--- src/rtl/ctwc_pkg.sv ---
// Package for the C word token classifier: types, keyword tables and character codes.
package ctwc_pkg;

  localparam int KwCount = 32;
  localparam int KwMaxLen = 8;
  localparam int LenW = 4;
  localparam logic [LenW-1:0] LenMax = '1;

  typedef enum logic [2:0] {
    CLS_ARITH   = 3'd0,
    CLS_REL     = 3'd1,
    CLS_KEYWORD = 3'd2,
    CLS_IDENT   = 3'd3,
    CLS_FLOAT   = 3'd4,
    CLS_INTEGER = 3'd5,
    CLS_UNKNOWN = 3'd6
  } token_class_e;

  localparam logic [7:0] ChDot   = 8'h2E;
  localparam logic [7:0] ChZero  = 8'h30;
  localparam logic [7:0] ChNine  = 8'h39;
  localparam logic [7:0] ChPlus  = 8'h2B;
  localparam logic [7:0] ChMinus = 8'h2D;
  localparam logic [7:0] ChStar  = 8'h2A;
  localparam logic [7:0] ChSlash = 8'h2F;
  localparam logic [7:0] ChPct   = 8'h25;
  localparam logic [7:0] ChCaret = 8'h5E;
  localparam logic [7:0] ChEq    = 8'h3D;
  localparam logic [7:0] ChLt    = 8'h3C;
  localparam logic [7:0] ChGt    = 8'h3E;
  localparam logic [7:0] ChBang  = 8'h21;
  localparam logic [7:0] ChLowA  = 8'h61;
  localparam logic [7:0] ChLowZ  = 8'h7A;
  localparam logic [7:0] ChUpA   = 8'h41;
  localparam logic [7:0] ChUpZ   = 8'h5A;

  // keyword text, right-justified: first character in the highest used byte
  localparam logic [8*KwMaxLen-1:0] KwText [KwCount] = '{
    64'("auto"), 64'("break"), 64'("case"), 64'("char"),
    64'("const"), 64'("continue"), 64'("default"), 64'("do"),
    64'("double"), 64'("else"), 64'("enum"), 64'("extern"),
    64'("float"), 64'("for"), 64'("goto"), 64'("if"),
    64'("int"), 64'("long"), 64'("register"), 64'("return"),
    64'("short"), 64'("signed"), 64'("sizeof"), 64'("static"),
    64'("struct"), 64'("switch"), 64'("typedef"), 64'("union"),
    64'("unsigned"), 64'("void"), 64'("volatile"), 64'("while")
  };

  localparam logic [LenW-1:0] KwLen [KwCount] = '{
    4'd4, 4'd5, 4'd4, 4'd4, 4'd5, 4'd8, 4'd7, 4'd2,
    4'd6, 4'd4, 4'd4, 4'd6, 4'd5, 4'd3, 4'd4, 4'd2,
    4'd3, 4'd4, 4'd8, 4'd6, 4'd5, 4'd6, 4'd6, 4'd6,
    4'd6, 4'd6, 4'd7, 4'd5, 4'd8, 4'd4, 4'd8, 4'd5
  };

  typedef struct packed {
    logic [KwCount-1:0] kw_cand;
    logic [LenW-1:0]    len;
    logic [7:0]         first_char;
    logic [7:0]         second_char;
    logic [1:0]         dot_cnt;
    logic               nondigit;
    logic               digit_after_dot;
  } word_t;

  // empty word: every keyword still possible
  localparam word_t WordClear = '{kw_cand: '1, default: '0};

  function automatic logic [7:0] kw_char(input int k, input int p);
    int sh;
    sh = 8 * (int'(KwLen[k]) - 1 - p);
    if (p < int'(KwLen[k])) begin
      return KwText[k][sh +: 8];
    end
    return 8'h00;
  endfunction

  function automatic logic is_digit(input logic [7:0] c);
    return (c >= ChZero) && (c <= ChNine);
  endfunction

  function automatic logic is_letter(input logic [7:0] c);
    return ((c >= ChLowA) && (c <= ChLowZ)) || ((c >= ChUpA) && (c <= ChUpZ));
  endfunction

endpackage

--- src/rtl/c_word_token_classifier_top.sv ---
// Top level of the C word token classifier.
// Flow: a character item is taken into the input register and processed from there by the
// word state update; the class of a word is registered as its last character leaves that register.
// Throughput: one character per cycle, unless a word's last character waits on a stalled output.
// Reset: asynchronous, active low; clears both pipeline valids and the word state.
module c_word_token_classifier_top (
  input  logic       clk_i,
  input  logic       rst_ni,
  input  logic       in_valid_i,
  output logic       in_stall_o,
  input  logic [7:0] char_code_i,
  input  logic       word_end_i,
  output logic       out_valid_o,
  input  logic       out_stall_i,
  output logic [2:0] token_class_o
);
  import ctwc_pkg::*;

  logic         s1_valid_q, s1_valid_d;
  logic [7:0]   s1_char_q;
  logic         s1_end_q;
  logic         out_valid_q, out_valid_d;
  token_class_e class_q, cls;
  logic         out_free, s1_adv, in_acc;
  word_t        word;

  assign out_free   = !out_valid_q || !out_stall_i;
  assign s1_adv     = s1_valid_q && (!s1_end_q || out_free);
  assign in_stall_o = s1_valid_q && !s1_adv;
  assign in_acc     = in_valid_i && !in_stall_o;

  ctwc_word_state u_state (
    .clk_i       (clk_i),
    .rst_ni      (rst_ni),
    .adv_i       (s1_adv),
    .char_code_i (s1_char_q),
    .word_end_i  (s1_end_q),
    .word_o      (word)
  );

  ctwc_classify u_classify (
    .word_i  (word),
    .class_o (cls)
  );

  always_comb begin
    s1_valid_d  = in_acc || (s1_valid_q && !s1_adv);
    out_valid_d = (s1_adv && s1_end_q) || (out_valid_q && !out_free);
  end

  always_ff @(posedge clk_i or negedge rst_ni) begin
    if (!rst_ni) begin
      s1_valid_q  <= 1'b0;
      out_valid_q <= 1'b0;
    end else begin
      s1_valid_q  <= s1_valid_d;
      out_valid_q <= out_valid_d;
    end
  end

  always_ff @(posedge clk_i) begin
    if (in_acc) begin
      s1_char_q <= char_code_i;
      s1_end_q  <= word_end_i;
    end
    if (s1_adv && s1_end_q) begin
      class_q <= cls;
    end
  end

  assign out_valid_o   = out_valid_q;
  assign token_class_o = class_q;

`ifndef SYNTHESIS
  a_stall_needs_item: assert property (@(posedge clk_i) disable iff (!rst_ni)
    in_stall_o |-> s1_valid_q)
    else $error("input stalled with empty input register");

  a_end_gives_result: assert property (@(posedge clk_i) disable iff (!rst_ni)
    (s1_adv && s1_end_q) |=> out_valid_o)
    else $error("last character did not produce a result");

  a_taken_result_drops: assert property (@(posedge clk_i) disable iff (!rst_ni)
    (out_valid_o && !out_stall_i && !(s1_adv && s1_end_q)) |=> !out_valid_o)
    else $error("result repeated");

  a_mid_word_keeps_result: assert property (@(posedge clk_i) disable iff (!rst_ni)
    (out_valid_o && out_stall_i && !(s1_adv && s1_end_q)) |=>
      (out_valid_o && $stable(token_class_o)))
    else $error("held result disturbed by a mid-word character");
`endif

endmodule

--- src/rtl/ctwc_word_state.sv ---
// Per-word state registers and their update for one character.
module ctwc_word_state (
  input  logic             clk_i,
  input  logic             rst_ni,
  input  logic             adv_i,
  input  logic [7:0]       char_code_i,
  input  logic             word_end_i,
  output ctwc_pkg::word_t  word_o
);
  import ctwc_pkg::*;

  word_t word_q, word_d, upd;
  logic  [KwCount-1:0] keep;

  always_comb begin
    for (int k = 0; k < KwCount; k++) begin
      keep[k] = 1'b0;
      for (int p = 0; p < KwMaxLen; p++) begin
        if ((p < int'(KwLen[k])) && (word_q.len == LenW'(p)) &&
            (char_code_i == kw_char(k, p))) begin
          keep[k] = 1'b1;
        end
      end
    end

    upd             = word_q;
    upd.kw_cand     = word_q.kw_cand & keep;
    if (word_q.len == '0) begin
      upd.first_char = char_code_i;
    end
    if (word_q.len == LenW'(1)) begin
      upd.second_char = char_code_i;
    end
    if (char_code_i == ChDot) begin
      if (word_q.dot_cnt != 2'd2) begin
        upd.dot_cnt = word_q.dot_cnt + 2'd1;
      end
    end else if (is_digit(char_code_i)) begin
      if (word_q.dot_cnt != 2'd0) begin
        upd.digit_after_dot = 1'b1;
      end
    end else begin
      upd.nondigit = 1'b1;
    end
    if (word_q.len != LenMax) begin
      upd.len = word_q.len + LenW'(1);
    end

    word_d = word_q;
    if (adv_i) begin
      if (word_end_i) begin
        word_d = WordClear;
      end else begin
        word_d = upd;
      end
    end
  end

  always_ff @(posedge clk_i or negedge rst_ni) begin
    if (!rst_ni) begin
      word_q <= WordClear;
    end else begin
      word_q <= word_d;
    end
  end

  assign word_o = upd;

endmodule

--- src/rtl/ctwc_classify.sv ---
// Priority classification of a finished word.
module ctwc_classify (
  input  ctwc_pkg::word_t        word_i,
  output ctwc_pkg::token_class_e class_o
);
  import ctwc_pkg::*;

  logic [KwCount-1:0] len_hit;
  logic arith1, rel1, rel2, kw, flt, intg;

  always_comb begin
    for (int k = 0; k < KwCount; k++) begin
      len_hit[k] = (KwLen[k] == word_i.len);
    end
    kw = |(word_i.kw_cand & len_hit);

    arith1 = (word_i.len == LenW'(1)) &&
             ((word_i.first_char == ChPlus) || (word_i.first_char == ChMinus) ||
              (word_i.first_char == ChStar) || (word_i.first_char == ChSlash) ||
              (word_i.first_char == ChPct)  || (word_i.first_char == ChCaret) ||
              (word_i.first_char == ChEq));
    rel1 = (word_i.len == LenW'(1)) &&
           ((word_i.first_char == ChLt) || (word_i.first_char == ChGt));
    rel2 = (word_i.len == LenW'(2)) && (word_i.second_char == ChEq) &&
           ((word_i.first_char == ChBang) || (word_i.first_char == ChEq) ||
            (word_i.first_char == ChLt)   || (word_i.first_char == ChGt));
    flt  = (word_i.dot_cnt == 2'd1) && !word_i.nondigit && word_i.digit_after_dot &&
           !((word_i.first_char == ChZero) && (word_i.second_char != ChDot));
    intg = (word_i.dot_cnt == 2'd0) && !word_i.nondigit;

    priority if (arith1) begin
      class_o = CLS_ARITH;
    end else if (rel1 || rel2) begin
      class_o = CLS_REL;
    end else if (kw) begin
      class_o = CLS_KEYWORD;
    end else if (is_letter(word_i.first_char)) begin
      class_o = CLS_IDENT;
    end else if (flt) begin
      class_o = CLS_FLOAT;
    end else if (intg) begin
      class_o = CLS_INTEGER;
    end else begin
      class_o = CLS_UNKNOWN;
    end
  end

endmodule

--- config.mk ---
export PLATFORM = sky130hd
export DESIGN_NAME = c_word_token_classifier_top
export DESIGN_NICKNAME = d
export VERILOG_FILES = /design/src/rtl/ctwc_pkg.sv /design/src/rtl/c_word_token_classifier_top.sv /design/src/rtl/ctwc_word_state.sv /design/src/rtl/ctwc_classify.sv
export SDC_FILE = /design/constraint.sdc
export NUM_CORES = 1
export LEC_CHECK = 0
export BUFFER_PORTS_ARGS = -buffer_cell sky130_fd_sc_hd__buf_2
export CORE_MARGIN = 4
export CORE_UTILIZATION = 45
export DETAILED_ROUTE_END_ITERATION = 16
export MAX_ROUTING_LAYER = met4
export PLACE_DENSITY = 0.69
export SYNTH_ARGS = -nofsm -noshare
export SYNTH_HDL_FRONTEND = slang
export SYNTH_HIERARCHICAL = 1
export SYNTH_SLANG_ARGS = --single-unit
--- constraint.sdc ---
create_clock -name clk_i -period 4.01 [get_ports clk_i]
set_clock_uncertainty 0.2 [all_clocks]
set_input_delay 0.401 -clock clk_i [delete_from_list [all_inputs] [get_ports clk_i]]
set_output_delay 0.401 -clock clk_i [all_outputs]
set_load 0.02 [all_outputs]
# Word-level counts from Yosys, hierarchy flattened
# Index checks and enable logic that the tools add are counted.
[word_totals]
reg_bits = 70
in_bits = 13
output_inout_bits = 5
wordCells = 371
[classes]
n_addsub = 2
order_cmp = 6
eq_ne = 57
mux = 156
bitwise_logic = 2
reduce_logical = 134
[ops]
columns = ["operator", "count"]
rows = [
  ["8-bit by 7-bit == test with 1-bit output (second input constant)", 25],
  ["1-bit two-way mux", 145],
  ["1-bit logical AND", 104],
  ["8-bit by 6-bit == test with 1-bit output (second input constant)", 12],
  ["32-bit AND", 2],
  ["56-bit two-way mux", 1],
  ["35-bit OR reduction", 1],
  ["32-bit OR reduction", 1],
  ["3-bit by 4-bit == test with 1-bit output (first input constant)", 4],
  ["4-bit by 3-bit == test with 1-bit output (second input constant)", 4],
  ["8-bit by 7-bit >= comparator with 1-bit output (second input constant)", 2],
  ["8-bit by 7-bit less-or-equal comparator with 1-bit output (second input constant)", 2],
  ["1-bit logical OR", 16],
  ["8-bit two-way mux", 2],
  ["2-bit two-way mux", 7],
  ["4-bit by 2-bit == test with 1-bit output (second input constant)", 3],
  ["2-bit by 4-bit == test with 1-bit output (first input constant)", 2],
  ["4-bit by 1-bit == test with 1-bit output (second input constant)", 2],
  ["8-bit by 6-bit >= comparator with 1-bit output (second input constant)", 1],
  ["8-bit by 6-bit less-or-equal comparator with 1-bit output (second input constant)", 1],
  ["1-bit logical NOT", 8],
  ["8-bit by 6-bit inequality test with 1-bit output (second input constant)", 1],
  ["4-bit by 1-bit adder with 4-bit output (second input constant)", 1],
  ["4-bit == test (first input constant)", 1],
  ["other kinds (9)", 9],
]

# Logic depth before layout (Yosys ltp)
[logic_depth]
depth_word = 15
ltp_mapped = 13
depth_no_buf = 12

# Cells and area by module
# Netlist, hierarchy kept.
[modules_own_cells]
columns = ["mod", "n_inst", "cells_each", "area_per_inst_um2", "seq_area_each_um2"]
rows = [
  ["ctwc_word_state", 1, 484, 4057.6, 1441.4],
  ["ctwc_classify", 1, 71, 488.0, 0.0],
  ["c_word_token_classifier_top", 1, 24, 465.4, 410.4],
]

# Worst setup path after synthesis
# OpenSTA, ideal clock, no wires.
[synth_timing]
kind = "reg-to-reg"
start = "register u_state/word_q[20] (netlist name)"
end = "register class_q[2] (netlist: token_class_o[2]), data pin"
setup_ns = 0.260
t_arrival_ns = 2.801
required_ns = 3.550
setup_slack_ns = 0.749
path_stages_with_launch = 13
path_buffers = 1
period_less_slack_ns = 3.261
path_cell_list = "dfrtp_1 inv_1 ha_1 or3b_1 buf_2 or3_1 a2111oi_2 o31a_2 nor2_1 a211o_1 o21ai_2 nor4_4 nor3b_2"
[synth_lines]
columns = ["item", "line_no", "source"]
rows = [
  ["start, declared", "ctwc_word_state.sv:12", "word_t word_q, word_d, upd;"],
  ["start signal, assigned", "ctwc_word_state.sv:61", "word_q <= WordClear;"],
  ["start signal, assigned", "ctwc_word_state.sv:63", "word_q <= word_d;"],
  ["end signal, assigned", "c_word_token_classifier_top.sv:67", "class_q <= cls;"],
  ["end, declared", "c_word_token_classifier_top.sv:23", "token_class_e class_q, cls;"],
]

==> impl_metrics.yaml <==
clock_tree:
  cts_tree: "yes"
  holdBufCountCts: 10
  clkSinkCount: 70
  clock-root-buffer: "clkbuf_8"
  cts_buffer_depth: 2
  clk_pin_slew_ns: 0.08
  ctsResizeCount: 0
  worstSkewPairLatency_ns: 0.37
  cts_setup_buffers: 0
  numCtsBuffers: 9
  htreeDepth: 3
run_status:
  status: "completed"
pwr:
  pwr-share-comb: 0.308
  fin_total_pwr_uw: 2150
  clockPowerShare: 0.266
  p_sw_uw: 769
  leakagePower_uw: 0.00231
  p_sw_frac: 0.358
  p_seq_frac: 0.426
  vdd_drop_max_mv: 0.249
  intPower_uw: 1380
  p_per_area_nw_per_um2: 379
yosys:
  synth_area_leaders: "dfstp_2 (17%), dfrtp_1 (13%), edfxtp_1 (7.2%)"
  yosysTopAreaCellShare: 0.168
  synth_seq_cells: 70
  synth_nets: 598
  synth_cells: 579
  synth.cell_area_um2: 5010
  ys_warn_count: 6
  avgSynthCellArea_um2: 8.65
  async_flop_share: 0.829
  synth.distinct_cells: 82
  synthFlopType: "dfstp_2"
  yosys.area.top_type: "dfstp_2"
  synth_edf_count: 12
  synth.yosys.seq_area_share: 0.370
die:
  rows: 38
  io_pins: 18
  core-area_um2: 10900
  initial_core_util: 0.460
  die_x_um: 114
  die_h_um: 114
  dieArea_um2: 12900
worst_setup_path:
  regToRegStartpoint: "u_state/word_q[20]$_DFFE_PN0P_"
  crit_end: "token_class_o[2]$_DFFE_PP_"
  setup.worst_path.start_class: "flop"
  path_class: "reg2reg"
  critPathArrivalTime_ns: 3.85
  r2r_end: "token_class_o[2]$_DFFE_PP_"
  cp_max_fo: 6
  crit_start: "u_state/word_q[20]$_DFFE_PN0P_"
  worstPathRequired_ns: 4.02
  endpoint_kind: "flop"
  r2r_cells: 11
  rrSetupSlack_ns: 0.17
finish:
  drive_gt1_frac: 0.208
  syn2layout_area_growth_pct: 13.1
  final-instance-count-excl-fill: 754
  antenna_cells: 0
  design.final.nets: 628
timing:
  final.period_utilization: 0.957
  finalSetupViolations: 0
  tns_ns: 0
  grt_setup_unrepaired: "no"
  fmax_mhz: 260
  hold_viol_final: 0
  worst_pin_slew_ns: 1.22
  finalMaxSlewViolations: 0
  post-route-min-period_ns: 3.84
  max-slew-margin-rel: 0.184
detailed_routing:
  drc: 0
  vias: 4990
  drtAntennaViolNets: 0
  viasPerCell: 6.62
  drt_wl_total_mm: 18.5
  wl_per_cell_um: 24.5
  dr.first_iter.drc_count: 630
  drt_pass1_iterations: 6
global_route:
  grt_max_degree: 33
  grt_pass1_vias: 4881
  track_usage: 0.303
  antenna_found_initial: 0
  overflow: 0
  grt_pass1_wl_mm: 28.7
placement:
  place_congestion: 1.07
  hpwl_mm: 13.6
  io_buffers: 17
  place_inst: 728
flow_run:
  drv_cap: 0
worst_hold_path:
  hold_class: "in2reg"
per-layer routing:
layer | vias up | global-route usage | wire length, µm | share of wire
met5 | - | - | 0 | 0
met1 | 2447 | 0.410 | 7990 | 0.43
li1 | 2237 | - | - | -
met3 | 52 | 0.0753 | 1720 | 0.093
met4 | 0 | 0.113 | 569 | 0.031
met2 | 254 | 0.441 | 8180 | 0.44
synth_stat cells (6+ instances only):
master and count:
a211o_1 7, a21oi_1 23, a22o_1 22, nand3_1 17
a32oi_1 6, dfrtp_1 26, dfstp_2 32, edfxtp_1 12
a21o_1 9, and2_1 18, nand2_1 90, o22ai_1 8
clkbuf_1 31, nor2b_1 11, a22oi_1 9, nand4_1 7
nor4bb_1 6, o21ai_0 20, inv_1 15, ha_1 6
buf_2 10, nor2_1 35, nor3_1 8, o22a_1 6
nor4_1 7, a31oi_1 10, nor3b_1 8
stage by stage:
step	instance area, µm²	utilization	hold slack (ns)	setup WS [ns]
2_1_floorplan	5010	-	-0.0946	0.749
3_3_place_gp	5390	0.495	0.267	0.156
3_5_place_dp	5390	0.495	0.264	0.278
4_1_cts	5670	0.521	0.0165	0.255
5_1_grt	5670	0.521	0.0344	0.0804
6_report	5670	0.521	0.0338	0.171
kinds of logic after synthesis:
| logic type | after synthesis | share of synthesized area |
|---|---|---|
| adders and majority gates | 6 | 0.0150 |
| xor gates and xnor gates | 1 | 0.00175 |
| buffers and inverters | 63 | 0.0514 |
| AOI/OAI and AO/OA | 176 | 0.266 |
| and+or+nand+nor | 259 | 0.287 |
| DFF | 70 | 0.370 |
| muxes | 4 | 0.00874 |
worst min path at each step:
stage                                        start  cells after the start  slack (ns)                              to
global route                            in_valid_i                      2        0.03            s1_valid_q$_DFF_PN0_
detailed placement  u_state/word_q[36]$_DFFE_PN1P_                      2        0.26  u_state/word_q[36]$_DFFE_PN1P_
floorplan                                   rst_ni                      0       -0.09           out_valid_o$_DFF_PN0_
finish                                  in_valid_i                      2        0.03            s1_valid_q$_DFF_PN0_
global placement    u_state/word_q[36]$_DFFE_PN1P_                      2        0.27  u_state/word_q[36]$_DFFE_PN1P_
CTS                                     in_valid_i                      2        0.02            s1_valid_q$_DFF_PN0_
registers in the layout, summed over array words and instances (netlist names):
| name | count |
|---|---|
| u_state/word_q | 56 |
| token_class_o | 3 |
| out_valid_o | 1 |
| s1_valid_q | 1 |
| s1_end_q | 1 |
| s1_char_q | 8 |
power groups by stage:
stage | clock network, µW | logic (µW) | registers (µW)
final | 571 | 663 | 915
after global routing | 617 | 721 | 927
after CTS | 587 | 652 | 913
after detailed placement | 0 | 641 | 925
after global placement | 0 | 639 | 920
after floorplan | 0 | 439 | 902
worst max-delay path, stage by stage, from the launching register on:
cell and delay [ns]:
dfrtp_1 0.41, inv_1 0.12, ha_1 0.30, or3b_1 0.41, nor2_1 0.14, a32o_1 0.24, a311oi_1 0.62, nor2b_1 0.09
or4_1 0.44, o21a_1 0.26, nor4_4 0.24, nor3b_2 0.21
area by class of cell:
type | instances | area, µm²
fill | 1015 | 5220
inverter | 16 | 60.1
clock inverter | 4 | 47.5
sequential | 70 | 1850
multi-input combinational | 446 | 2910
timing repair buffer | 66 | 490
tap | 140 | 175
clock buffer | 12 | 135
cells in the final DEF, fill, tap and decap left out, types with 10 or more instances in the layout:
master         instances
dlygate4sd3_1         10
a31oi_1               10
dfstp_2               32
nor2_1                35
a21oi_1               23
inv_1                 15
o21ai_0               20
nand2_1               90
nor2b_1               11
buf_4                 38
buf_2                 17
nand3_1               17
dfrtp_1               26
a22o_1                22
edfxtp_1              12
and2_1                18
Note: power is estimated with default switching activity, not from simulation.
